File: config.mk
export PLATFORM = sky130hd
export DESIGN_NAME = rcs_skid
export DESIGN_NICKNAME = d
export VERILOG_FILES = /design/src/rtl/rcs_pkg.sv /design/src/rtl/rcs_skid.sv
export SDC_FILE = /design/constraint.sdc
export NUM_CORES = 1
export LEC_CHECK = 0
export BUFFER_PORTS_ARGS = -buffer_cell sky130_fd_sc_hd__clkbuf_2
export CORE_UTILIZATION = 39
export CTS_CLUSTER_SIZE = 25
export DETAILED_ROUTE_END_ITERATION = 12
export SLEW_MARGIN = 10
export SYNTH_ARGS = -nofsm -noshare
export SYNTH_HDL_FRONTEND = slang
export SYNTH_SLANG_ARGS = --single-unit
File: constraint.sdc
create_clock -name clk -period 7.4 [get_ports clk]
set_input_delay 2.22 -clock clk [delete_from_list [all_inputs] [get_ports clk]]
set_output_delay 2.22 -clock clk [all_outputs]
set_load 0.02 [all_outputs]
File: src/rtl/rcs_pkg.sv
// Shared constants, register map and configuration type of the column ray setup block.
package rcs_pkg;

	localparam int FRAC_BITS   = 16;
	localparam int MAX_COLUMNS = 4096;

	localparam int COL_W  = 12;
	localparam int POS_W  = 31;
	localparam int VEC_W  = 18;
	localparam int WW_W   = 13;
	localparam int RAY_W  = 19;
	localparam int DIST_W = 32;
	localparam int CELL_W = 15;

	localparam int APB_AW = 5;
	localparam int APB_DW = 32;

	localparam logic [2:0] REG_POS_X       = 3'd0;
	localparam logic [2:0] REG_POS_Y       = 3'd1;
	localparam logic [2:0] REG_DIR_X       = 3'd2;
	localparam logic [2:0] REG_DIR_Y       = 3'd3;
	localparam logic [2:0] REG_PLANE_X     = 3'd4;
	localparam logic [2:0] REG_PLANE_Y     = 3'd5;
	localparam logic [2:0] REG_SCREEN_COLS = 3'd6;

	localparam int IN_TDATA_W  = ((COL_W + 7) / 8) * 8;
	localparam int OUT_BITS    = 2 * RAY_W + 4 * DIST_W + 2 * CELL_W + 2;
	localparam int OUT_TDATA_W = ((OUT_BITS + 7) / 8) * 8;

	typedef struct packed {
		logic        [POS_W-1:0] pos_x;
		logic        [POS_W-1:0] pos_y;
		logic signed [VEC_W-1:0] dir_x;
		logic signed [VEC_W-1:0] dir_y;
		logic signed [VEC_W-1:0] plane_x;
		logic signed [VEC_W-1:0] plane_y;
		logic        [WW_W-1:0]  screen_cols;
	} rcs_cfg_t;

endpackage

File: src/rtl/rcs_skid.sv
// Output register with one skid entry; frees the pipeline from the downstream ready.
module rcs_skid
	import rcs_pkg::*;
#(
	parameter int DW = OUT_TDATA_W
) (
	input  logic          clk,
	input  logic          arst_n,
	input  logic          in_valid,
	input  logic [DW-1:0] in_data,
	output logic          adv,
	output logic          m_tvalid,
	input  logic          m_tready,
	output logic [DW-1:0] m_tdata
);

	logic          out_v_q;
	logic          skid_v_q;
	logic [DW-1:0] out_d_q;
	logic [DW-1:0] skid_d_q;

	// pipeline moves only while the skid entry is free
	assign adv      = ~skid_v_q;
	assign m_tvalid = out_v_q;
	assign m_tdata  = out_d_q;

	always_ff @(posedge clk or negedge arst_n) begin
		if (!arst_n) begin
			out_v_q  <= 1'b0;
			skid_v_q <= 1'b0;
		end else if (!skid_v_q) begin
			if (in_valid) begin
				if (!out_v_q || m_tready) begin
					out_v_q <= 1'b1;
				end else begin
					skid_v_q <= 1'b1;
				end
			end else if (m_tready) begin
				out_v_q <= 1'b0;
			end
		end else if (m_tready) begin
			skid_v_q <= 1'b0;
		end
	end

	always_ff @(posedge clk) begin
		if (!skid_v_q) begin
			if (in_valid && (!out_v_q || m_tready)) begin
				out_d_q <= in_data;
			end else if (in_valid) begin
				skid_d_q <= in_data;
			end
		end else if (m_tready) begin
			out_d_q <= skid_d_q;
		end
	end

	a_skid_needs_out: assert property (@(posedge clk) disable iff (!arst_n)
		skid_v_q |-> out_v_q)
		else $error("skid entry full while output register empty");

	a_skid_fills: assert property (@(posedge clk) disable iff (!arst_n)
		(!skid_v_q && in_valid && out_v_q && !m_tready) |=> skid_v_q)
		else $error("stalled beat not captured in skid entry");

	a_skid_drains: assert property (@(posedge clk) disable iff (!arst_n)
		(skid_v_q && m_tready) |=>
		(!skid_v_q && out_v_q && out_d_q == $past(skid_d_q)))
		else $error("skid entry not moved to output register");

endmodule

==> results.sh <==
export IMPL_status="completed"
export IMPL_dieArea_sq_um=39500
export IMPL_start_util_pct=39.9
export IMPL_cts_tree="yes"
export IMPL_grt_pass1_wl_microns=45300
export IMPL_holdPathEnd="m_tdata[54]"
export IMPL_detail_route_wirelength_microns=30600
export IMPL_leakagePower_nw=7.42
export IMPL_path_cells="inv_2 -> clkbuf_2"
export IMPL_rsz0062_at_grt="no"
export IMPL_numCtsBuffers=43
export IMPL_cp_data_required_time_ns=5.18
export IMPL_cts_buffer_depth=3
export IMPL_skew_ns=0.0101
export IMPL_antenna_found_initial=0
export IMPL_min_path_type="reg -> reg"
export IMPL_core_sq_um=37800
export IMPL_ys_warn_count=0
export IMPL_synth_cell_type_count=13
export IMPL_post_cts_buffers=0
export IMPL_endpoint_kind="primary output"
export IMPL_p_per_area_nw_per_um2=289
export IMPL_ir_worst_vdd_mv=0.201
export IMPL_finish_instance_area_sq_um=19000
export IMPL_drtPass1Iterations=4
export IMPL_vias=7382
export IMPL_die_h_microns=199
export IMPL_setup_viol=0
export IMPL_hold_violations=0
export IMPL_synth_area_sq_um=15100
export IMPL_portBuffers=405
export IMPL_yosysSeqAreaShare_pct=79.9
export IMPL_maxSlewHeadroom_pct=28.8
export IMPL_drive_above_1_share_pct=61.5
export IMPL_utilization_pct=50.1
export IMPL_timing_fmax_mhz=251
export IMPL_vias_per_cell=4.59
export IMPL_clock_root_buffer="clkbuf_16"
export IMPL_overflow=0
export IMPL_cap_viol_max_count=0
export IMPL_drc=0
export IMPL_min_from="skid_d_q[54]"
export IMPL_setup_worst_path_start="skid_v_q"
export IMPL_antenna_left=0
export IMPL_drt_initial_drc_count=300
export IMPL_rr_startpoint="skid_v_q"
export IMPL_ctsHtreeMaxLevel=2
export IMPL_synth_avg_cell_area_sq_um=23.8
export IMPL_clk_latency_ns=0.55
export IMPL_synth_seq_cells=402
export IMPL_placedInstanceArea_sq_um=17600
export IMPL_setup_worst_path_start_class="flop"
export IMPL_grt_pass1_vias=7610
export IMPL_io_pins=406
export IMPL_clkSlewWorstSetupHoldPaths_ns=0.06
export IMPL_dp_cells=1533
export IMPL_post_route_period_util_pct=53.8
export IMPL_gr_usage_all_layers_pct=15.4
export IMPL_synth_nets=837
export IMPL_wl_per_cell_microns=19.0
export IMPL_dp_hpwl_microns=20700
export IMPL_nets=1271
export IMPL_slew_violations=0
export IMPL_min_path_cells=1
export IMPL_rrSetupSlack_ns=4.09
export IMPL_worstPathMaxFanout=50
export IMPL_antennaDiodeCount=0
export IMPL_slowest_delay_ns=0.94
export IMPL_r2r_cells=3
export IMPL_tightest_slew_ns=1.07
export IMPL_fin_crit_ns=3.98
export IMPL_layout_area_overhead_vs_synth_pct=25.6
export IMPL_synthCells=633
export IMPL_arrival_ns=1.76
export IMPL_grt_start_max_net_pins=110
export IMPL_postCtsResizedCells=0
export IMPL_r2r_end="m_tdata[16]"
export IMPL_rows=71
export IMPL_instances_no_fill=1610
export IMPL_finalSetupTns_ns=0
export IMPL_gp_congestion=0.742
export IMPL_die_width_microns=199
export IMPL_postCtsHoldBufs=0
export IMPL_clock_sinks=402
export IMPL_crit_type="reg -> out"
export IMPL_crit_slowest_cell="dfrtp_4"
-- critical path, delay by kind of cell (launching register included) --
| family | cells | cell delay, ns |
|---|---|---|
| buffers and inverters | 2 | 0.26 |
| flip-flops | 1 | 0.94 |
-- state kept, by name, summed over array words and instances, names as in the netlist --
name      count
skid_v_q      1
m_tdata     200
m_tvalid      1
skid_d_q    200
-- metal layers --
| layer | part of all wire (%) | up-vias | GRT usage [%] |
|---|---|---|---|
| li1 | - | 3410 | - |
| met1 | 41 | 3626 | 19.2 |
| met2 | 45 | 302 | 23.0 |
| met3 | 12 | 44 | 7.46 |
| met4 | 1.8 | 0 | 5.44 |
| met5 | 0 | - | 0 |
-- worst max path at each step --
stage	slack (ns)	depth (start not counted)	end
finish	3.42	2	adv
global route	3.31	2	adv
CTS	3.35	2	adv
detailed placement	3.05	3	skid_d_q[127]
global placement	3.07	3	skid_d_q[127]
floorplan	0.12	1	m_tdata[0]
-- through the flow --
stage	total power, mW	hold WS (ns)	worst slack (ns)
2_1_floorplan	3.27	0.523	0.122
3_3_place_gp	3.49	0.528	3.07
3_5_place_dp	3.50	0.532	3.05
4_1_cts	5.55	0.540	3.35
5_1_grt	5.67	0.548	3.31
6_report	5.47	0.542	3.42
-- synth_stat cells, drive strengths merged --
| cell | count | area [sq um] |
|---|---|---|
| mux2 | 200 | 2760 |
| nand2b | 1 | 6.26 |
| edfxtp | 400 | 12000 |
| and4bb | 1 | 12.5 |
| a22o | 1 | 8.76 |
| o22a | 1 | 8.76 |
| a21oi | 1 | 5.00 |
| buf | 23 | 221 |
| inv | 1 | 3.75 |
| nor2 | 2 | 7.51 |
| dfrtp | 2 | 50.1 |
-- where the power goes --
part	leakage, nW	internal, mW	switching, mW
combinational	3.00	0.271	0.380
clock	0.646	1.17	0.867
sequential	3.78	2.73	0.0574
total	7.42	4.17	1.30
-- final cells by class --
class / instances / area, sq um
Sequential cell: 402 / 12100
Inverter: 1 / 3.75
Multi-Input combinational cell: 207 / 2820
Clock inverter: 29 / 225
Clock buffer: 48 / 1090
Fill cell: 3188 / 18900
Timing Repair Buffer: 412 / 2100
Tap cell: 511 / 639
-- cells in the final DEF, fill, tap and decap left out --
cell / count
a21oi_1: 1
a22o_1: 1
and4bb_4: 1
buf_12: 2
buf_4: 5
bufinv_16: 3
clkbuf_1: 5
clkbuf_16: 43
clkbuf_2: 405
clkinv_1: 12
clkinv_2: 8
clkinv_4: 1
clkinvlp_4: 2
dfrtp_1: 1
dfrtp_4: 1
edfxtp_1: 400
inv_2: 1
inv_6: 3
mux2_2: 65
mux2_4: 135
nand2b_1: 1
nor2_1: 2
o22a_4: 1
-- logic make-up after synthesis --
logic type | Yosys count | share of synthesized area, %
AOI/OAI and AO/OA | 3 | 0.149
buffers and inverters | 24 | 1.49
muxes | 200 | 18.3
and+or+nand+nor | 4 | 0.174
DFF | 402 | 79.9
(Power assumes the default switching activity.)
