--- config.mk ---
export PLATFORM = sky130hd
export DESIGN_NAME = rcs_udiv_pipe
export DESIGN_NICKNAME = d
export VERILOG_FILES = /design/src/rtl/rcs_pkg.sv /design/src/rtl/rcs_udiv_pipe.sv
export SDC_FILE = /design/constraint.sdc
export NUM_CORES = 2
export LEC_CHECK = 0
export ABC_AREA = 1
export BUFFER_PORTS_ARGS = -buffer_cell sky130_fd_sc_hd__buf_2
export CORE_UTILIZATION = 40
export DETAILED_ROUTE_END_ITERATION = 16
export GPL_TIMING_DRIVEN = 0
export HOLD_SLACK_MARGIN = 0.12
export PLACE_DENSITY_LB_ADDON = 0.12
export SLEW_MARGIN = 30
export SYNTH_ARGS = -nofsm -noshare
export SYNTH_HDL_FRONTEND = slang
export SYNTH_SLANG_ARGS = --single-unit
--- constraint.sdc ---
create_clock -name clk -period 2.8 [get_ports clk]
set_input_delay 0.42 -clock clk [delete_from_list [all_inputs] [get_ports clk]]
set_output_delay 0.42 -clock clk [all_outputs]
set_load 0.01 [all_outputs]
--- src/rtl/rcs_pkg.sv ---
// Shared constants, register map and configuration type of the column ray setup block.
package rcs_pkg;

	localparam int FRAC_BITS   = 16;
	localparam int MAX_COLUMNS = 4096;

	localparam int COL_W  = 12;
	localparam int POS_W  = 31;
	localparam int VEC_W  = 18;
	localparam int WW_W   = 13;
	localparam int RAY_W  = 19;
	localparam int DIST_W = 32;
	localparam int CELL_W = 15;

	localparam int APB_AW = 5;
	localparam int APB_DW = 32;

	localparam logic [2:0] REG_POS_X       = 3'd0;
	localparam logic [2:0] REG_POS_Y       = 3'd1;
	localparam logic [2:0] REG_DIR_X       = 3'd2;
	localparam logic [2:0] REG_DIR_Y       = 3'd3;
	localparam logic [2:0] REG_PLANE_X     = 3'd4;
	localparam logic [2:0] REG_PLANE_Y     = 3'd5;
	localparam logic [2:0] REG_SCREEN_COLS = 3'd6;

	localparam int IN_TDATA_W  = ((COL_W + 7) / 8) * 8;
	localparam int OUT_BITS    = 2 * RAY_W + 4 * DIST_W + 2 * CELL_W + 2;
	localparam int OUT_TDATA_W = ((OUT_BITS + 7) / 8) * 8;

	typedef struct packed {
		logic        [POS_W-1:0] pos_x;
		logic        [POS_W-1:0] pos_y;
		logic signed [VEC_W-1:0] dir_x;
		logic signed [VEC_W-1:0] dir_y;
		logic signed [VEC_W-1:0] plane_x;
		logic signed [VEC_W-1:0] plane_y;
		logic        [WW_W-1:0]  screen_cols;
	} rcs_cfg_t;

endpackage

--- src/rtl/rcs_udiv_pipe.sv ---
// Pipelined restoring unsigned divider, one quotient bit per stage.
module rcs_udiv_pipe
	import rcs_pkg::*;
#(
	parameter int NUM_W = 34,
	parameter int DEN_W = 18
) (
	input  logic             clk,
	input  logic             arst_n,
	input  logic             en,
	input  logic             in_valid,
	input  logic [NUM_W-1:0] num,
	input  logic [DEN_W-1:0] den,
	output logic             out_valid,
	output logic [NUM_W-1:0] quo
);

	logic [DEN_W-1:0] rem_s [NUM_W];
	logic [NUM_W-1:0] nq_s  [NUM_W];
	logic [DEN_W-1:0] den_s [NUM_W];
	logic [DEN_W-1:0] rem_n [NUM_W];
	logic [NUM_W-1:0] nq_n  [NUM_W];
	logic [DEN_W-1:0] den_n [NUM_W];
	logic [NUM_W-1:0] v_q;

	always_comb begin
		logic [DEN_W-1:0] r_in;
		logic [NUM_W-1:0] n_in;
		logic [DEN_W-1:0] d_in;
		logic [DEN_W:0]   shifted;
		logic [DEN_W+1:0] diff;
		for (int k = 0; k < NUM_W; k++) begin
			if (k == 0) begin
				r_in = '0;
				n_in = num;
				d_in = den;
			end else begin
				r_in = rem_s[(k == 0) ? 0 : k - 1];
				n_in = nq_s[(k == 0) ? 0 : k - 1];
				d_in = den_s[(k == 0) ? 0 : k - 1];
			end
			shifted = {r_in, n_in[NUM_W-1]};
			diff    = {1'b0, shifted} - {2'b00, d_in};
			// borrow: keep the partial remainder, quotient bit zero
			if (diff[DEN_W+1]) begin
				rem_n[k] = shifted[DEN_W-1:0];
				nq_n[k]  = {n_in[NUM_W-2:0], 1'b0};
			end else begin
				rem_n[k] = diff[DEN_W-1:0];
				nq_n[k]  = {n_in[NUM_W-2:0], 1'b1};
			end
			den_n[k] = d_in;
		end
	end

	always_ff @(posedge clk) begin
		if (en) begin
			rem_s <= rem_n;
			nq_s  <= nq_n;
			den_s <= den_n;
		end
	end

	always_ff @(posedge clk or negedge arst_n) begin
		if (!arst_n) begin
			v_q <= '0;
		end else if (en) begin
			v_q <= {v_q[NUM_W-2:0], in_valid};
		end
	end

	assign out_valid = v_q[NUM_W-1];
	assign quo       = nq_s[NUM_W-1];

endmodule

==> reports/results.ini <==
[timing]
slew_headroom = 0.5005
final_max_slew_viol_count = 0
fmax_mhz = 377.9
finalClockSkew_ns = 0.05001
final-setup-viol-count = 0
tightest_slew_ns = 0.7431
rsz0062_at_grt = no
fin_ws_ns = 0.1538
fin_crit_ns = 2.646
hold_viol = 0
post-route-period-util = 0.9451

[global_route]
antenna_found_initial = 4
track_usage = 0.1810
grt_max_degree = 136
grt-ovfl-total = 0
grt_pass1_vias = 76912
grt_pass1_wl_um = 424300

[yosys]
ys_seq_area_frac = 0.6064
synth.area.top_cells = edfxtp_1, nand2_1, ha_1, inv_1, nand3_1
syn_inst = 11171
ys_types = 46
synth-seq-cells = 2378
yosys_warnings = 0
synthArstFlopShare = 0.01430
syn_area_per_cell_um2 = 10.52
synth_top_cell_by_area = edfxtp_1
synth_enable_flop_cells = 2344
synth_xor_area_frac = 0.01909
synth_ff_type = edfxtp_1
synthAdderAreaFrac = 0.06883
synth_top_family_by_area = simple AND/OR/NAND/NOR gates
synth_compound_area_frac = 0.04456
synth_top_area_frac = 0.5992
synth.area.mux_share = 0.0001917
synthesis.area_um2 = 117500
synthSimpleGateAreaFrac = 0.1930

[setup_path]
crit_path_end_kind = flop
worstPathMaxFanout = 10
required_ns = 3.41
start_kind = flop
crit_chain = inv_1 > ha_1 > nand2_1 > nand2_1 > nor2_1 > nand3b_4 > nand3_2 > buf_6 > buf_6 > nand3_1 > nand2_1
worst-setup-path-type = reg -> reg
critPathArrivalTime_ns = 3.25
crit_slowest_cell = nor2_1
critPathMaxStageDelay_ns = 0.43
crit_top_cell = nand2_1

[power_and_ir_drop]
power.switching_uw = 53400
p_comb_frac = 0.378
finalPower_uw = 140900
p_sw_frac = 0.3789
p_int_uw = 87520
p_seq_frac = 0.373
p_leak_uw = 0.05810
max-vdd-ir-drop_mv = 0.5533
clock_power_share = 0.249
power_density_nw_per_um2 = 1057

[placement]
hpwl_um = 198400
pre_cts_ws_ns = -1.935
globalplace.congestion = 0.8616
io_buffers = 90

[die]
start_util = 0.4029
chipWidth_um = 543.9
fp.dieArea_um2 = 295900
die_h_um = 543.9
ios = 91
rows = 198
core_region_area_um2 = 291600

[route]
wl_met1_um = 126600
vias_per_cell = 4.858
drc_errors = 0
first_pass_iters = 6
wirelength_um = 270400
final_antenna_net_count = 0
wl_per_cell_um = 17.17
drtIter0Drc = 5123
via_count = 76506
wl_met3_um = 8907
top_layer = met4
met2_wirelength_um = 127000

[clocking]
cts_root_buffer = clkbuf_16
cts_buffers = 276
cts_tree = done
path_clk_slew_ns = 0.06
clock-sinks = 2378
htree_levels = 5
clock_latency_ns = 0.89
clockBufferDepth = 4

[cells_and_area]
final_cell_mix = nand2_1, edfxtp_1, inv_1
layout_commonest_cell = nand2_1
fin_nets = 12319
syn2layout_area_growth_pct = 13.45
drive_above_1_share = 0.07826
num-fill-cells = 27279

[run_status]
status = finished, final reports clean

[job]
drv_cap = 0

[hold_path]
hp-class = in -> reg

## layer usage
| metal | track usage | vias to the layer above |
|---|---|---|
| met2 | 0.3035 | 1245 |
| met4 | 0.05689 | 0 |
| met5 | 0 | - |
| li1 | - | 38716 |
| met3 | 0.01918 | 460 |
| met1 | 0.2460 | 36085 |
## cell families after synthesis
family | count (synthesis)
and+or+nand+nor | 5004
DFF | 2378
buffers and inverters | 1941
AOI/OAI and AO/OA | 962
adders and majority gates | 627
xor gates and xnor gates | 256
muxes | 2
other | 1
## registers in the layout, indices dropped and copies added, names as in the netlist
signal,count
quo,34
den_n,594
v_q,34
rem_s,594
nq_s,1122
## critical path: cells and delay by family, from the launching register on
kind	cells	cell delay [ns]
fa+ha+maj	1	0.36
buf+inv	3	0.40
flops	1	0.37
simple gates	7	1.26
## cell usage after synthesis (34+ instances only)
| master | count |
|---|---|
| nand4_1 | 289 |
| nand3_1 | 750 |
| ha_1 | 595 |
| dfrtp_1 | 34 |
| nand2_2 | 60 |
| nand3_2 | 59 |
| xor2_1 | 244 |
| edfxtp_1 | 2344 |
| nor2_1 | 603 |
| buf_4 | 34 |
| inv_1 | 1802 |
| nor3_1 | 115 |
| o21ai_1 | 50 |
| a21oi_1 | 399 |
| nand2_1 | 2868 |
| buf_6 | 57 |
| o21ai_0 | 428 |
| and2_1 | 34 |
| nand3b_1 | 101 |
## path summary, 6_finish.rpt
| kind | start | endpoint | slack (ns) | cells past startpoint |
|---|---|---|---|---|
| max in group asynchronous | arst_n | v_q[28] | 2.03 | 4 |
| worst min register to register | nq_s[363] | nq_s[330] | 0.39 | 0 |
| worst min-delay path | en | nq_s[1042] | 0.20 | 3 |
| worst max-delay path | den_n[74] | rem_s[83] | 0.15 | 11 |
| min in group asynchronous | arst_n | v_q[8] | 0.57 | 4 |
| worst max register to register | den_n[74] | rem_s[83] | 0.15 | 11 |
## power groups by stage
stage | clock network (uW) | logic, uW | registers [uW]
2_1_floorplan | 0 | 39100 | 51100
3_3_place_gp | 0 | 49800 | 54200
3_5_place_dp | 0 | 52900 | 53300
4_1_cts | 36500 | 53400 | 52700
5_1_grt | 37700 | 60700 | 53300
6_report | 35100 | 53200 | 52600
## through the flow
step	hold WS (ns)	utilization	TNS (ns)	cells	cell area, um^2
after floorplan	0.1244	-	0	11178	117500
after global placement	0.4006	0.4212	-	15168	122800
after detailed placement	0.4045	0.4232	-800.59	15188	123400
after CTS	0.1343	0.4569	0	15743	133200
after global routing	0.1769	0.4570	0	15747	133300
final	0.2002	0.4571	0	15749	133300
## what timing repair did
action / 4_1_cts / 5_1_grt
gates resized for setup: 1 / 7
setup endpoints to repair: 278 / 22
hold buffers: 60 / 0
endpoints found under the hold margin: 162 / 0
gates cloned: 8 / 0
pin swaps: 0 / 2
setup buffers: 0 / 2
## final cells by class
cell class	count	area, um^2	area share
timing repair buffer	180	1972	0.01480
sequential	2378	71240	0.5345
buffer	138	1209	0.009069
inverter	1803	6768	0.05078
tap	3900	4880	0.03661
clock inverter	149	1563	0.01173
multi-input combinational	6859	38310	0.2874
antenna	4	10.01	0.00007511
clock buffer	338	7328	0.05499
(Power assumes the default switching activity.)
