File: src/rtl/rcs_pkg.sv
// Shared constants, register map and configuration type of the column ray setup block.
package rcs_pkg;

	localparam int FRAC_BITS   = 16;
	localparam int MAX_COLUMNS = 4096;

	localparam int COL_W  = 12;
	localparam int POS_W  = 31;
	localparam int VEC_W  = 18;
	localparam int WW_W   = 13;
	localparam int RAY_W  = 19;
	localparam int DIST_W = 32;
	localparam int CELL_W = 15;

	localparam int APB_AW = 5;
	localparam int APB_DW = 32;

	localparam logic [2:0] REG_POS_X       = 3'd0;
	localparam logic [2:0] REG_POS_Y       = 3'd1;
	localparam logic [2:0] REG_DIR_X       = 3'd2;
	localparam logic [2:0] REG_DIR_Y       = 3'd3;
	localparam logic [2:0] REG_PLANE_X     = 3'd4;
	localparam logic [2:0] REG_PLANE_Y     = 3'd5;
	localparam logic [2:0] REG_SCREEN_COLS = 3'd6;

	localparam int IN_TDATA_W  = ((COL_W + 7) / 8) * 8;
	localparam int OUT_BITS    = 2 * RAY_W + 4 * DIST_W + 2 * CELL_W + 2;
	localparam int OUT_TDATA_W = ((OUT_BITS + 7) / 8) * 8;

	typedef struct packed {
		logic        [POS_W-1:0] pos_x;
		logic        [POS_W-1:0] pos_y;
		logic signed [VEC_W-1:0] dir_x;
		logic signed [VEC_W-1:0] dir_y;
		logic signed [VEC_W-1:0] plane_x;
		logic signed [VEC_W-1:0] plane_y;
		logic        [WW_W-1:0]  screen_cols;
	} rcs_cfg_t;

endpackage

File: src/rtl/rcs_cfg.sv
// APB register file holding viewer position, direction, camera plane and screen width.
module rcs_cfg
	import rcs_pkg::*;
(
	input  logic              clk,
	input  logic              arst_n,
	input  logic              psel,
	input  logic              penable,
	input  logic              pwrite,
	input  logic [APB_AW-1:0] paddr,
	input  logic [APB_DW-1:0] pwdata,
	output logic [APB_DW-1:0] prdata,
	output logic              pready,
	output rcs_cfg_t          cfg
);

	rcs_cfg_t   cfg_q;
	logic       wr;
	logic [2:0] idx;

	assign pready = 1'b1;
	assign wr     = psel & penable & pwrite & pready;
	assign idx    = paddr[4:2];
	assign cfg    = cfg_q;

	always_ff @(posedge clk or negedge arst_n) begin
		if (!arst_n) begin
			cfg_q.pos_x       <= '0;
			cfg_q.pos_y       <= '0;
			cfg_q.dir_x       <= '0;
			cfg_q.dir_y       <= -18'sd65536;
			cfg_q.plane_x     <= 18'sd43254;
			cfg_q.plane_y     <= '0;
			cfg_q.screen_cols <= WW_W'(640);
		end else if (wr) begin
			unique case (idx)
				REG_POS_X:       cfg_q.pos_x       <= pwdata[POS_W-1:0];
				REG_POS_Y:       cfg_q.pos_y       <= pwdata[POS_W-1:0];
				REG_DIR_X:       cfg_q.dir_x       <= $signed(pwdata[VEC_W-1:0]);
				REG_DIR_Y:       cfg_q.dir_y       <= $signed(pwdata[VEC_W-1:0]);
				REG_PLANE_X:     cfg_q.plane_x     <= $signed(pwdata[VEC_W-1:0]);
				REG_PLANE_Y:     cfg_q.plane_y     <= $signed(pwdata[VEC_W-1:0]);
				REG_SCREEN_COLS: cfg_q.screen_cols <= pwdata[WW_W-1:0];
				default: ;
			endcase
		end
	end

	always_comb begin
		unique case (idx)
			REG_POS_X:       prdata = APB_DW'(cfg_q.pos_x);
			REG_POS_Y:       prdata = APB_DW'(cfg_q.pos_y);
			REG_DIR_X:       prdata = APB_DW'(cfg_q.dir_x);
			REG_DIR_Y:       prdata = APB_DW'(cfg_q.dir_y);
			REG_PLANE_X:     prdata = APB_DW'(cfg_q.plane_x);
			REG_PLANE_Y:     prdata = APB_DW'(cfg_q.plane_y);
			REG_SCREEN_COLS: prdata = APB_DW'(cfg_q.screen_cols);
			default:         prdata = '0;
		endcase
	end

endmodule

File: config.mk
export PLATFORM = sky130hd
export DESIGN_NAME = rcs_cfg
export DESIGN_NICKNAME = d
export VERILOG_FILES = /design/src/rtl/rcs_pkg.sv /design/src/rtl/rcs_cfg.sv
export SDC_FILE = /design/constraint.sdc
export NUM_CORES = 1
export LEC_CHECK = 0
export BUFFER_PORTS_ARGS = -buffer_cell sky130_fd_sc_hd__buf_2
export CAP_MARGIN = 20
export CORE_ASPECT_RATIO = 0.6
export CORE_MARGIN = 4
export CORE_UTILIZATION = 30
export DETAILED_ROUTE_END_ITERATION = 7
export PLACE_DENSITY_LB_ADDON = 0.25
export SLEW_MARGIN = 10
export SYNTH_ARGS = -nofsm -noshare
export SYNTH_HDL_FRONTEND = slang
export SYNTH_SLANG_ARGS = --single-unit
File: constraint.sdc
create_clock -name clk -period 2.1 [get_ports clk]
set_clock_uncertainty 0.1 [all_clocks]
set_input_delay 0.21 -clock clk [delete_from_list [all_inputs] [get_ports clk]]
set_output_delay 0.21 -clock clk [all_outputs]
set_load 0.02 [all_outputs]
==> impl_metrics.py <==
metrics = {
    "hold_path": {
        "min_from": "pwdata[2]",
        "hold_depth": 2,
        "min_to": "cfg[15]$_DFFE_PN0P_",
        "hold_path_class": "in -> reg",
    },
    "worst_setup_path": {
        "arrival_ns": 1.68,
        "r2r_cells": 1,
        "start_kind": "flop",
        "critPathMaxFanout": 3,
        "path_class": "reg -> out",
        "cp_data_required_time_ns": 1.79,
        "r2r_slack_ns": 1.20,
        "reg2reg_from": "cfg[67]$_DFFE_PN0P_",
        "crit_path_end_kind": "output port",
        "worstReg2RegEnd": "cfg[67]$_DFFE_PN0P_",
    },
    "routing": {
        "first_pass_iters": 4,
        "wl_per_cell_um": 20.5,
        "num_vias": 5150,
        "remaining_drc_errors": 0,
        "drt_wl_total_um": 22000,
        "ant_nets": 0,
        "drt_iter0_drc": 123,
        "vias_per_cell": 4.79,
    },
    "timing": {
        "worstMarginPinSlew_ns": 0.658,
        "timing.setup.tns_ns": 0,
        "hold_viol_final": 0,
        "fin_crit_sh_pct": 94.6,
        "rsz0062_at_grt": "no",
        "relSlewSlack_pct": 56.1,
        "timing.hold.ws_ns": 0.0355,
        "slew_violations": 0,
        "finalWorstSetupSlack_ns": 0.114,
        "fin_crit_ns": 1.99,
        "setup_viol_count_final": 0,
        "max_freq_mhz": 503,
    },
    "floorplanning": {
        "row_count": 42,
        "die_x_um": 204,
        "pin_count": 222,
        "dieArea_um2": 25600,
        "die-height_um": 126,
        "core_area_um2": 22300,
        "start_util_pct": 31.0,
    },
    "logic_synthesis": {
        "yosys.area_share.simple_pct": 4.86,
        "synth_adder_area_share_pct": 0,
        "synth.top_cell.area_share_pct": 48.5,
        "synth_area_per_cell_um2": 14.2,
        "synthArstFlopShare_pct": 100,
        "synth_top_family_by_area": "multiplexers",
        "synth_xor_area_share_pct": 0,
        "synth_compound_area_share_pct": 4.76,
        "synth.area.top_cells": "dfrtp_1 48%, mux2_2 25%, mux2i_1 8.4%, dfstp_2 4.9%, buf_4 1.3%",
        "ys_ff_latch": 147,
        "synth_edf_count": 0,
        "synth_top_area_cell": "dfrtp_1",
        "synth.distinct_cells": 34,
        "yosys_warnings": 0,
        "synthCells": 488,
        "synth-main-ff-cell": "dfrtp_1",
        "syn_area_um2": 6920,
        "synthMuxAreaShare_pct": 33.6,
        "syn_nets": 530,
        "ys_seq_area_share_pct": 53.4,
    },
    "power": {
        "max-vdd-ir-drop_mv": 0.587,
        "power_density_nw_per_um2": 1050,
        "leakage_nw": 4.74,
    },
    "final_layout": {
        "syn_to_final_growth_pct": 37.5,
        "final_common_cell": "buf_2",
        "layout.nets": 796,
        "largest_register_ffs": 147,
        "post-route-util_pct": 42.6,
        "drive_above_1_share_pct": 61.0,
        "diodes": 0,
        "final_cell_mix": "215 x buf_2, 151 x mux2_2, 134 x dfrtp_1",
    },
    "clocking": {
        "htree_levels": 4,
        "insertion_delay_ns": 0.42,
        "cts_tree": "yes",
        "ctsRootBufferMaster": "clkbuf_16",
        "path_clk_slew_ns": 0.07,
        "cts_buffer_depth": 2,
        "numCtsBuffers": 17,
        "numClockSinks": 147,
    },
    "outcome": {
        "outcome": "finished, final reports clean",
    },
    "global_routing": {
        "grt.total_usage_pct": 17.2,
        "gr-total-overflow": 0,
        "first_global_vias": 5511,
        "grt_pass1_wl_um": 33900,
        "antenna_found_initial": 0,
        "grt_start_max_net_pins": 53,
    },
    "placed_design": {
        "pre_cts_slack_ns": 0.0697,
        "numPortBuffers": 217,
        "finalWeightedCongestion": 0.778,
        "dp_hpwl_um": 15800,
    },
    "flow_run": {
        "max-cap-violations": 0,
    },
}
## cells in the mapped netlist (all sizes together), types with 2 or more instances
cell / count
a211oi: 2
clkbuf: 4
mux2i: 58
nor2: 8
mux2: 155
nor2b: 4
o22ai: 3
nand2b: 3
dfstp: 13
dfrtp: 134
nand2: 14
a22o: 9
or2: 13
buf: 27
a31oi: 12
o21ai: 17
o22a: 4
## logic make-up after synthesis
family          Yosys count
simple gates             45
buf+inv                  32
compound gates           50
flops                   147
other cells               1
mux                     213
## worst max-delay path by stage
stage / start / endpoint / slack, ns / cells after the start
final: cfg[36]$_DFFE_PN1P_ / prdata[5] / 0.11 / 4
after global routing: cfg[32]$_DFFE_PN1P_ / prdata[1] / 0.02 / 4
after CTS: cfg[66]$_DFFE_PN1P_ / prdata[28] / 0.03 / 4
after detailed placement: paddr[2] / prdata[4] / 0.07 / 5
after global placement: paddr[2] / prdata[0] / 0.08 / 5
after floorplan: paddr[2] / prdata[13] / 0.37 / 5
## power by group
group / internal [mW] / switching, mW / total, mW / leakage, nW
Sequential: 3.43 / 0.455 / 3.88 / 1.85
Combinational: 1.17 / 1.65 / 2.82 / 2.59
Clock: 2.06 / 1.23 / 3.28 / 0.303
Total: 6.65 / 3.33 / 9.98 / 4.74
## worst max-delay path, stage by stage (launching register included)
cell	delay, ns
dfstp_2	0.54
mux2i_1	0.06
or2_2	0.28
a31oi_2	0.19
buf_2	0.19
## cell type report
cell class                 count  area [um^2]
clock buffer                  20          457
inverter                       1         3.75
tap                          308          385
multi-input combinational    309         3020
sequential                   147         3690
clock inverter                12          179
timing repair buffer         278         1780
fill                        2046        12800
## metrics by stage
stage / std cells / power, mW / area (um^2)
detailed placement: 1013 / 6.72 / 8560
global route: 1075 / 10.5 / 9520
floorplan: 488 / 5.54 / 6920
CTS: 1075 / 10.1 / 9500
finish: 1075 / 9.98 / 9520
global placement: 1013 / 6.63 / 8560
## per-layer routing
| metal | vias to the layer above | GRT usage, % | wire [um] |
|---|---|---|---|
| met3 | 16 | 6.06 | 1690 |
| met2 | 156 | 26.0 | 9750 |
| met5 | - | 0 | 0 |
| li1 | 2318 | - | - |
| met4 | 0 | 4.06 | 255 |
| met1 | 2660 | 24.0 | 10400 |
## repair_timing
action | CTS | global route
pin swaps | 0 | 0
cloned | 0 | 0
endpoints found under the hold margin | 150 | 0
gates resized for setup | 1 | 3
setup buffers | 0 | 0
hold buffers | 30 | 0
setup endpoints to repair | 14 | 10
No activity file was read; power rests on OpenSTA's default activity.
