File: config.mk
export PLATFORM = sky130hd
export DESIGN_NAME = rcs_delay
export DESIGN_NICKNAME = d
export VERILOG_FILES = /design/src/rtl/rcs_pkg.sv /design/src/rtl/rcs_delay.sv
export SDC_FILE = /design/constraint.sdc
export NUM_CORES = 1
export LEC_CHECK = 0
export BUFFER_PORTS_ARGS = -buffer_cell sky130_fd_sc_hd__buf_4
export CORE_UTILIZATION = 45
export DETAILED_ROUTE_END_ITERATION = 16
export PLACE_DENSITY = 0.59
export REMOVE_ABC_BUFFERS = 1
export SLEW_MARGIN = 0
export SYNTH_ARGS = -nofsm -noshare
export SYNTH_HDL_FRONTEND = slang
export SYNTH_SLANG_ARGS = --single-unit
File: constraint.sdc
create_clock -name clk -period 1.1 [get_ports clk]
set_clock_uncertainty 0.05 [all_clocks]
set_input_delay 0.055 -clock clk [delete_from_list [all_inputs] [get_ports clk]]
set_output_delay 0.055 -clock clk [all_outputs]
set_load 0.02 [all_outputs]
File: src/rtl/rcs_pkg.sv
// Shared constants, register map and configuration type of the column ray setup block.
package rcs_pkg;

	localparam int FRAC_BITS   = 16;
	localparam int MAX_COLUMNS = 4096;

	localparam int COL_W  = 12;
	localparam int POS_W  = 31;
	localparam int VEC_W  = 18;
	localparam int WW_W   = 13;
	localparam int RAY_W  = 19;
	localparam int DIST_W = 32;
	localparam int CELL_W = 15;

	localparam int APB_AW = 5;
	localparam int APB_DW = 32;

	localparam logic [2:0] REG_POS_X       = 3'd0;
	localparam logic [2:0] REG_POS_Y       = 3'd1;
	localparam logic [2:0] REG_DIR_X       = 3'd2;
	localparam logic [2:0] REG_DIR_Y       = 3'd3;
	localparam logic [2:0] REG_PLANE_X     = 3'd4;
	localparam logic [2:0] REG_PLANE_Y     = 3'd5;
	localparam logic [2:0] REG_SCREEN_COLS = 3'd6;

	localparam int IN_TDATA_W  = ((COL_W + 7) / 8) * 8;
	localparam int OUT_BITS    = 2 * RAY_W + 4 * DIST_W + 2 * CELL_W + 2;
	localparam int OUT_TDATA_W = ((OUT_BITS + 7) / 8) * 8;

	typedef struct packed {
		logic        [POS_W-1:0] pos_x;
		logic        [POS_W-1:0] pos_y;
		logic signed [VEC_W-1:0] dir_x;
		logic signed [VEC_W-1:0] dir_y;
		logic signed [VEC_W-1:0] plane_x;
		logic signed [VEC_W-1:0] plane_y;
		logic        [WW_W-1:0]  screen_cols;
	} rcs_cfg_t;

endpackage

File: src/rtl/rcs_delay.sv
// Enabled delay line that carries side data alongside a multi-stage unit.
module rcs_delay
	import rcs_pkg::*;
#(
	parameter int W     = 38,
	parameter int DEPTH = 18
) (
	input  logic         clk,
	input  logic         en,
	input  logic [W-1:0] din,
	output logic [W-1:0] dout
);

	logic [W-1:0] d_s [DEPTH];

	always_ff @(posedge clk) begin
		if (en) begin
			d_s[0] <= din;
			for (int k = 1; k < DEPTH; k++) begin
				d_s[k] <= d_s[k-1];
			end
		end
	end

	assign dout = d_s[DEPTH-1];

endmodule

==> results by group, run 1 <==
Synth
  – Syn avg cell area: 30.0 µm²
  – Ys flop type: edfxtp_1
  – Cell variety after synth: 1
  – Commonest cells in the netlist: edfxtp_1 (684)
  – Mapped Area: 20,500 µm²
  – Top cell type's share of synthesized area: 1.00
  – FFs w/ async S/R, synth: 0
  – Yosys reg bits: 684
  – Top cell type by total area after synthesis: edfxtp_1
  – Cell with the most instances after synthesis: edfxtp_1
  – Xor/xnor cell area share of the yosys netlist: 0
  – Ys Warns: 0
  – Synth area leaders: edfxtp_1 (100%)
  – Adder-Cell Fraction of Synth Area: 0
  – Post-synth EDFFs: 684
  – Cells after synthesis: between 600 and 700
  – Synth Area in Compound Gates: 0
  – Mux share of post-synthesis cell area: 0
  – Post-synthesis simple-gate area fraction: 0
  – Sequential-to-total area share from yosys stat: 1.00

Routing
  – # DRC: 0
  – Vias: 6,934
  – Drt first pass iters: 4
  – Wire length per cell: 14.3 µm
  – DR iter-0 viols: 336
  – DRT antenna net count: 0
  – Vias per cell: 4.42
  – Total Routed Length: ~22 mm

Pwr
  – Leakage power: 8.74 nW
  – Pwr dens: 2130 nW/µm²
  – VDD IR max: 1.70 mV

Critical path
  – FF-to-FF path depth: 0
  – Worst setup EP type: output pin
  – Reg-to-Reg Start: d_s[3][21]$_DFFE_PP_
  – Worst path arrival time: between 1 and 1.5 ns
  – CP peak stage delay: 0.42 ns
  – Startpoint types: flip-flop
  – Slowest cell on crit path: edfxtp_1
  – Reg2reg setup slack: 0.39 ns
  – Worst endpoint required time: 1.00 ns
  – Critical path peak fanout: 1
  – CP bufs+invs: 1
  – CP Class: reg2out
  – Cell breakdown of the critical path: buf_6
  – Critical R2R Capture: d_s[4][21]$_DFFE_PP_
  – Critical path's top delay family: flip-flops

GRT
  – GRT overflow: 0
  – GRT met2 Usage: 0.170
  – Initial antenna violation count: 0
  – Largest net degree at the start of global routing: 37
  – Layer with the highest usage: met2
  – GRT Util Overall: 0.0984
  – First-pass GRT wire length: between 30 and 40 mm
  – M3 GR Usage: 0.0297
  – Number of global-route vias before repair: 7,343
  – Met1 usage: 0.110

Outcome
  – Run status: complete, but fails checks
  – Violated checks: negative setup slack

Final layout
  – Filler instances: 3,194
  – Top flop regs: d_s x684
  – Number of flip-flops under the largest register name: roughly 680
  – Share of layout cells above drive strength 1: 0.232
  – ANT cells: 0
  – Total Nets Final: ~970
  – #MultiIn Comb: 0
  – Multi-input gate area: 0 µm²
  – Final non-filler cell total: 1,569
  – Final Core Density: 0.568
  – Layout Area Growth over Synthesis: 23.3%
  – Largest reg by FF count: d_s

Min path
  – Hold/Removal Path Class: in2reg
  – Hold Path End: d_s[0][24]$_DFFE_PP_
  – Worst Min Path Start: din[24]
  – Hold Path Stages: 2

Timing
  – Final min period: approximately 1.2 ns
  – Slew margin rel.: 0.820
  – Hold Vio Cnt, Final: 0
  – RSZ-0062 raised after global routing: true
  – Pins Over Slew Limit: 0
  – # setup viols final: 38
  – Max Fclk: between 0.8 and 0.9 GHz
  – Slew at the pin closest to its max-slew limit: around 0.27 ns
  – Final WS setup: -0.118 ns
  – Final worst path period share: 1.11

Floorplanning
  – Core Rows: 77
  – Chip width: ~220 µm
  – Core Footprint: 44,600 µm²
  – Die area: 46,500 µm²
  – Die extent in y: 216 µm
  – Initial core utilization: 0.460
  – IO Pins: 78

Job
  – Maxcap violations: 0

Place
  – Post-DP HPWL: 12.6 mm
  – Port buffer count: 77
  – Placed insts: 1,409
  – RePlAce Congestion: 0.634

Clocking
  – Clock-pin slew on the worst setup and hold paths: approximately 0.060 ns
  – CTS tree: built
  – Clock Path Buffers: 3
  – Num CTS Buffers: 68
  – CTS root buf: clkbuf_16
  – H-Tree Depth: 3
  – Clock Latency Late Sink: around 0.56 ns
  – CTS Sinks: 684
  – Setup bufs post-CTS: 0
[how the worst max path moves through the flow]
stage	start	endpoint	slack, ns	depth (start not counted)
2_1_floorplan	d_s[9][0]$_DFFE_PP_	d_s[10][0]$_DFFE_PP_	0.46	0
3_3_place_gp	en	d_s[4][20]$_DFFE_PP_	0.04	3
3_5_place_dp	en	d_s[3][37]$_DFFE_PP_	0.02	3
4_1_cts	d_s[17][22]$_DFFE_PP_	dout[22]	-0.17	1
5_1_grt	d_s[17][22]$_DFFE_PP_	dout[22]	-0.17	1
6_report	d_s[17][22]$_DFFE_PP_	dout[22]	-0.12	1
[final cells by class]
class | instances | area, µm² | share of cell area
clock buffer | 86 | 1880 | 0.0741
clock inverter | 32 | 280 | 0.0111
sequential | 684 | 20500 | 0.811
tap | 592 | 741 | 0.0292
timing repair buffer | 175 | 1890 | 0.0746
[stage by stage]
stage	worst slack (ns)	TNS [ns]	instance area [µm²]	power (W)	hold WS, ns
after floorplan	0.461	0	20500	0.0313	0.104
after global placement	0.0386	0	22500	0.0322	0.183
after detailed placement	0.0179	0	22500	0.0324	0.184
after CTS	-0.167	-4.90	25200	0.0547	0.120
after global routing	-0.168	-4.99	25300	0.0560	0.134
final	-0.118	-3.06	25300	0.0539	0.163
[cells by family (layout without fill, tap and decap cells)]
group	after synthesis	count (layout)
buffers and inverters	0	293
DFF	684	684
[power by group]
part | leakage (nW) | total, W | switching (W) | internal (W)
clock network | 1.05 | 0.0218 | 0.00865 | 0.0132
logic | 0.992 | 0.00124 | 0.000673 | 0.000569
registers | 6.69 | 0.0308 | 0.000384 | 0.0304
[timing repair]
action                                  CTS  global route
pin swaps                                 0             0
endpoints found under the hold margin   126             0
gates cloned                              0             3
resized for setup                        37            11
hold buffers                             39             0
endpoints found under the setup margin   38           188
[routing by layer]
layer / vias up / wire length (µm)
met5: - / 0
met4: 0 / 615
met3: 49 / 1160
met2: 130 / 11600
met1: 3452 / 8970
li1: 3303 / -
[layout by cell type, fill, tap and decap left out]
master	instances
clkinv_4	1
dlygate4sd3_1	39
clkinv_1	14
buf_16	6
clkinv_2	9
clkbuf_1	13
clkbuf_16	76
buf_12	12
clkinvlp_4	2
inv_6	1
bufinv_16	5
buf_6	41
buf_4	74
edfxtp_1	684
Note: power is estimated with default switching activity, not from simulation.
==> inputs of run 2 (changes only) <==
--- a/config.mk
+++ b/config.mk
@@ -5,6 +5,7 @@
 export SDC_FILE = /design/constraint.sdc
 export NUM_CORES = 1
 export LEC_CHECK = 0
+export ABC_AREA = 1
 export BUFFER_PORTS_ARGS = -buffer_cell sky130_fd_sc_hd__buf_4
 export CORE_UTILIZATION = 45
 export DETAILED_ROUTE_END_ITERATION = 16
==> constraint.sdc (replaced) <==
create_clock -name clk -period 1.5 [get_ports clk]
set_clock_uncertainty 0.05 [all_clocks]
set_input_delay 0.075 -clock clk [delete_from_list [all_inputs] [get_ports clk]]
set_output_delay 0.075 -clock clk [all_outputs]
set_load 0.02 [all_outputs]
==> results by group, run 2 (synthesis gave the netlist of run 1 again) <==
Outcome
  – Run status: finished, final reports clean

Final layout
  – Most common cell after layout, fill and taps aside: edfxtp_1
  – Filler instances: 3,248 (+1.7%)
  – Total Nets Final: 945 (-2.5%)
  – Final Core Density: 0.555 (-0.0128)
  – Number of flip-flops under the largest register name: 684 (unchanged)
  – Most frequent cells in the layout: edfxtp_1 (684), buf_4 (98), clkbuf_16 (69), dlygate4sd3_1 (39)
  – Multi-input gate area: 0 µm² (unchanged)
  – Share of layout cells above drive strength 1: 0.214 (-0.0185)
  – Layout Area Growth over Synthesis: 20.5%
  – Top flop regs: d_s x684
  – Largest reg by FF count: d_s
  – #MultiIn Comb: 0 (unchanged)

GRT
  – Largest net degree at the start of global routing: 74 (+100%)
  – Initial antenna violation count: 1 (+1)
  – GRT met2 Usage: 0.155 (-0.0147)
  – Met1 usage: 0.103 (-0.00636)
  – GRT overflow: 0 (unchanged)
  – M3 GR Usage: 0.0320 (+0.00226)
  – First-pass GRT wire length: 33.9 mm (-5.9%)
  – Layer with the highest usage: met2
  – GRT Util Overall: 0.0928 (-0.00555)
  – Number of global-route vias before repair: 7,016 (-4.5%)

Routing
  – Vias per cell: 4.35 (-1.6%)
  – Drt first pass iters: 4 (unchanged)
  – # DRC: 0 (unchanged)
  – DRT antenna net count: 0 (unchanged)
  – DR iter-0 viols: 424 (+26%)
  – Total Routed Length: 20.8 mm (-7.2%)
  – Vias: 6,728 (-3.0%)
  – Wire length per cell: 13.4 µm (-5.8%)

Clocking
  – Setup bufs post-CTS: 0 (unchanged)
  – Clock Path Buffers: 3 (unchanged)
  – CTS root buf: clkbuf_16
  – Hold buffer count at cts: 39 (unchanged)
  – CTS Sinks: 684 (unchanged)
  – CTS tree: built
  – Clock-pin slew on the worst setup and hold paths: 0.06 ns (about the same)
  – Clock Latency Late Sink: 0.57 ns (about the same)
  – H-Tree Depth: 3 (unchanged)
  – Num CTS Buffers: 67 (-1.5%)
  – Number of gates resized after cts: 0 (-100%)

Critical path
  – Cell breakdown of the critical path: buf_4
  – Reg2reg setup slack: 0.78 ns (+0.39 ns)
  – Critical path's top delay family: flip-flops
  – CP peak stage delay: 0.38 ns (-0.04 ns)
  – Startpoint types: flip-flop
  – Slowest cell on crit path: edfxtp_1
  – CP Class: reg2out
  – CP bufs+invs: 1 (unchanged)
  – Worst endpoint required time: 1.37 ns (+0.37 ns)
  – Worst path arrival time: 1.10 ns (about the same)
  – Reg-to-Reg Start: d_s[8][27]$_DFFE_PP_
  – Critical R2R Capture: d_s[9][27]$_DFFE_PP_
  – Stages on worst setup path: 1 (unchanged)
  – Worst setup EP type: output pin
  – Critical path peak fanout: 1 (unchanged)
  – FF-to-FF path depth: 0 (unchanged)

Min path
  – Hold Path Stages: 2 (unchanged)
  – Hold/Removal Path Class: in2reg
  – Hold Path End: d_s[0][1]$_DFFE_PP_
  – Worst Min Path Start: din[1]

Place
  – Port buffer count: 77 (unchanged)
  – RePlAce Congestion: 0.646 (+2.0%)
  – Post-DP HPWL: 11.0 mm (-13%)

Timing
  – Max Fclk: 0.814 GHz
  – TNS Setup: 0 ns (+3.06 ns)
  – Final worst path period share: 0.819
  – # setup viols final: 0 (-100%)
  – Pins Over Slew Limit: 0 (unchanged)
  – Final min period: 1.23 ns
  – Slew at the pin closest to its max-slew limit: 0.406 ns (+0.136 ns)
  – Slew margin rel.: 0.729 (-0.0903)
  – RSZ-0062 raised after global routing: false
  – Hold Vio Cnt, Final: 0 (unchanged)

Pwr
  – VDD IR max: 0.874 mV (-49%)
  – Pwr dens: 1560 nW/µm² (-27%)
  – Leakage power: 8.48 nW (-3.0%)
  – Overall power: 0.0387 W (-28%)

Floorplanning
  – Die area: 46,500 µm² (unchanged)
  – Core Footprint: 44,600 µm² (unchanged)
  – Die extent in y: 216 µm (unchanged)
  – IO Pins: 78 (unchanged)
  – Initial core utilization: 0.460 (unchanged)
  – Core Rows: 77 (unchanged)
  – Chip width: 216 µm (unchanged)

Job
  – Maxcap violations: 0 (unchanged)
run 2: worst max path at each step:
| stage | start | endpoint | slack [ns] |
|---|---|---|---|
| 6_report | d_s[17][10]$_DFFE_PP_ | dout[10] | 0.27 |
| 3_3_place_gp | en | d_s[3][1]$_DFFE_PP_ | 0.40 |
| 5_1_grt | d_s[17][10]$_DFFE_PP_ | dout[10] | 0.21 |
| 4_1_cts | d_s[17][10]$_DFFE_PP_ | dout[10] | 0.21 |
| 3_5_place_dp | en | d_s[3][13]$_DFFE_PP_ | 0.37 |
| 2_1_floorplan | d_s[9][0]$_DFFE_PP_ | d_s[10][0]$_DFFE_PP_ | 0.86 |
run 2: area by class of cell:
cell class / instances / area, µm² / share of cell area
Timing Repair Buffer: 152 / 1420 / 0.0574
Tap cell: 592 / 741 / 0.0299
Sequential cell: 684 / 20500 / 0.830
Clock inverter: 35 / 272 / 0.0110
Clock buffer: 83 / 1780 / 0.0719
Antenna cell: 1 / 2.50 / 0.000101
run 2: where the power goes:
group	internal, W	switching, W	leakage (nW)
clock network	0.00897	0.00637	1.01
registers	0.0223	0.000256	6.69
logic	0.000307	0.000470	0.773
run 2: through the flow:
stage	setup slack (ns)	cell area, µm²	instances	hold slack [ns]
2_1_floorplan	0.861	20500	684	0.124
3_3_place_gp	0.397	22300	1389	0.203
3_5_place_dp	0.370	22300	1389	0.204
4_1_cts	0.207	24800	1546	0.126
5_1_grt	0.206	24800	1547	0.139
6_report	0.272	24800	1547	0.168
run 2: metal layers:
layer	part of all wire	vias up
li1	-	3256
met1	0.40	3284
met2	0.51	128
met3	0.059	60
met4	0.033	0
met5	0	-
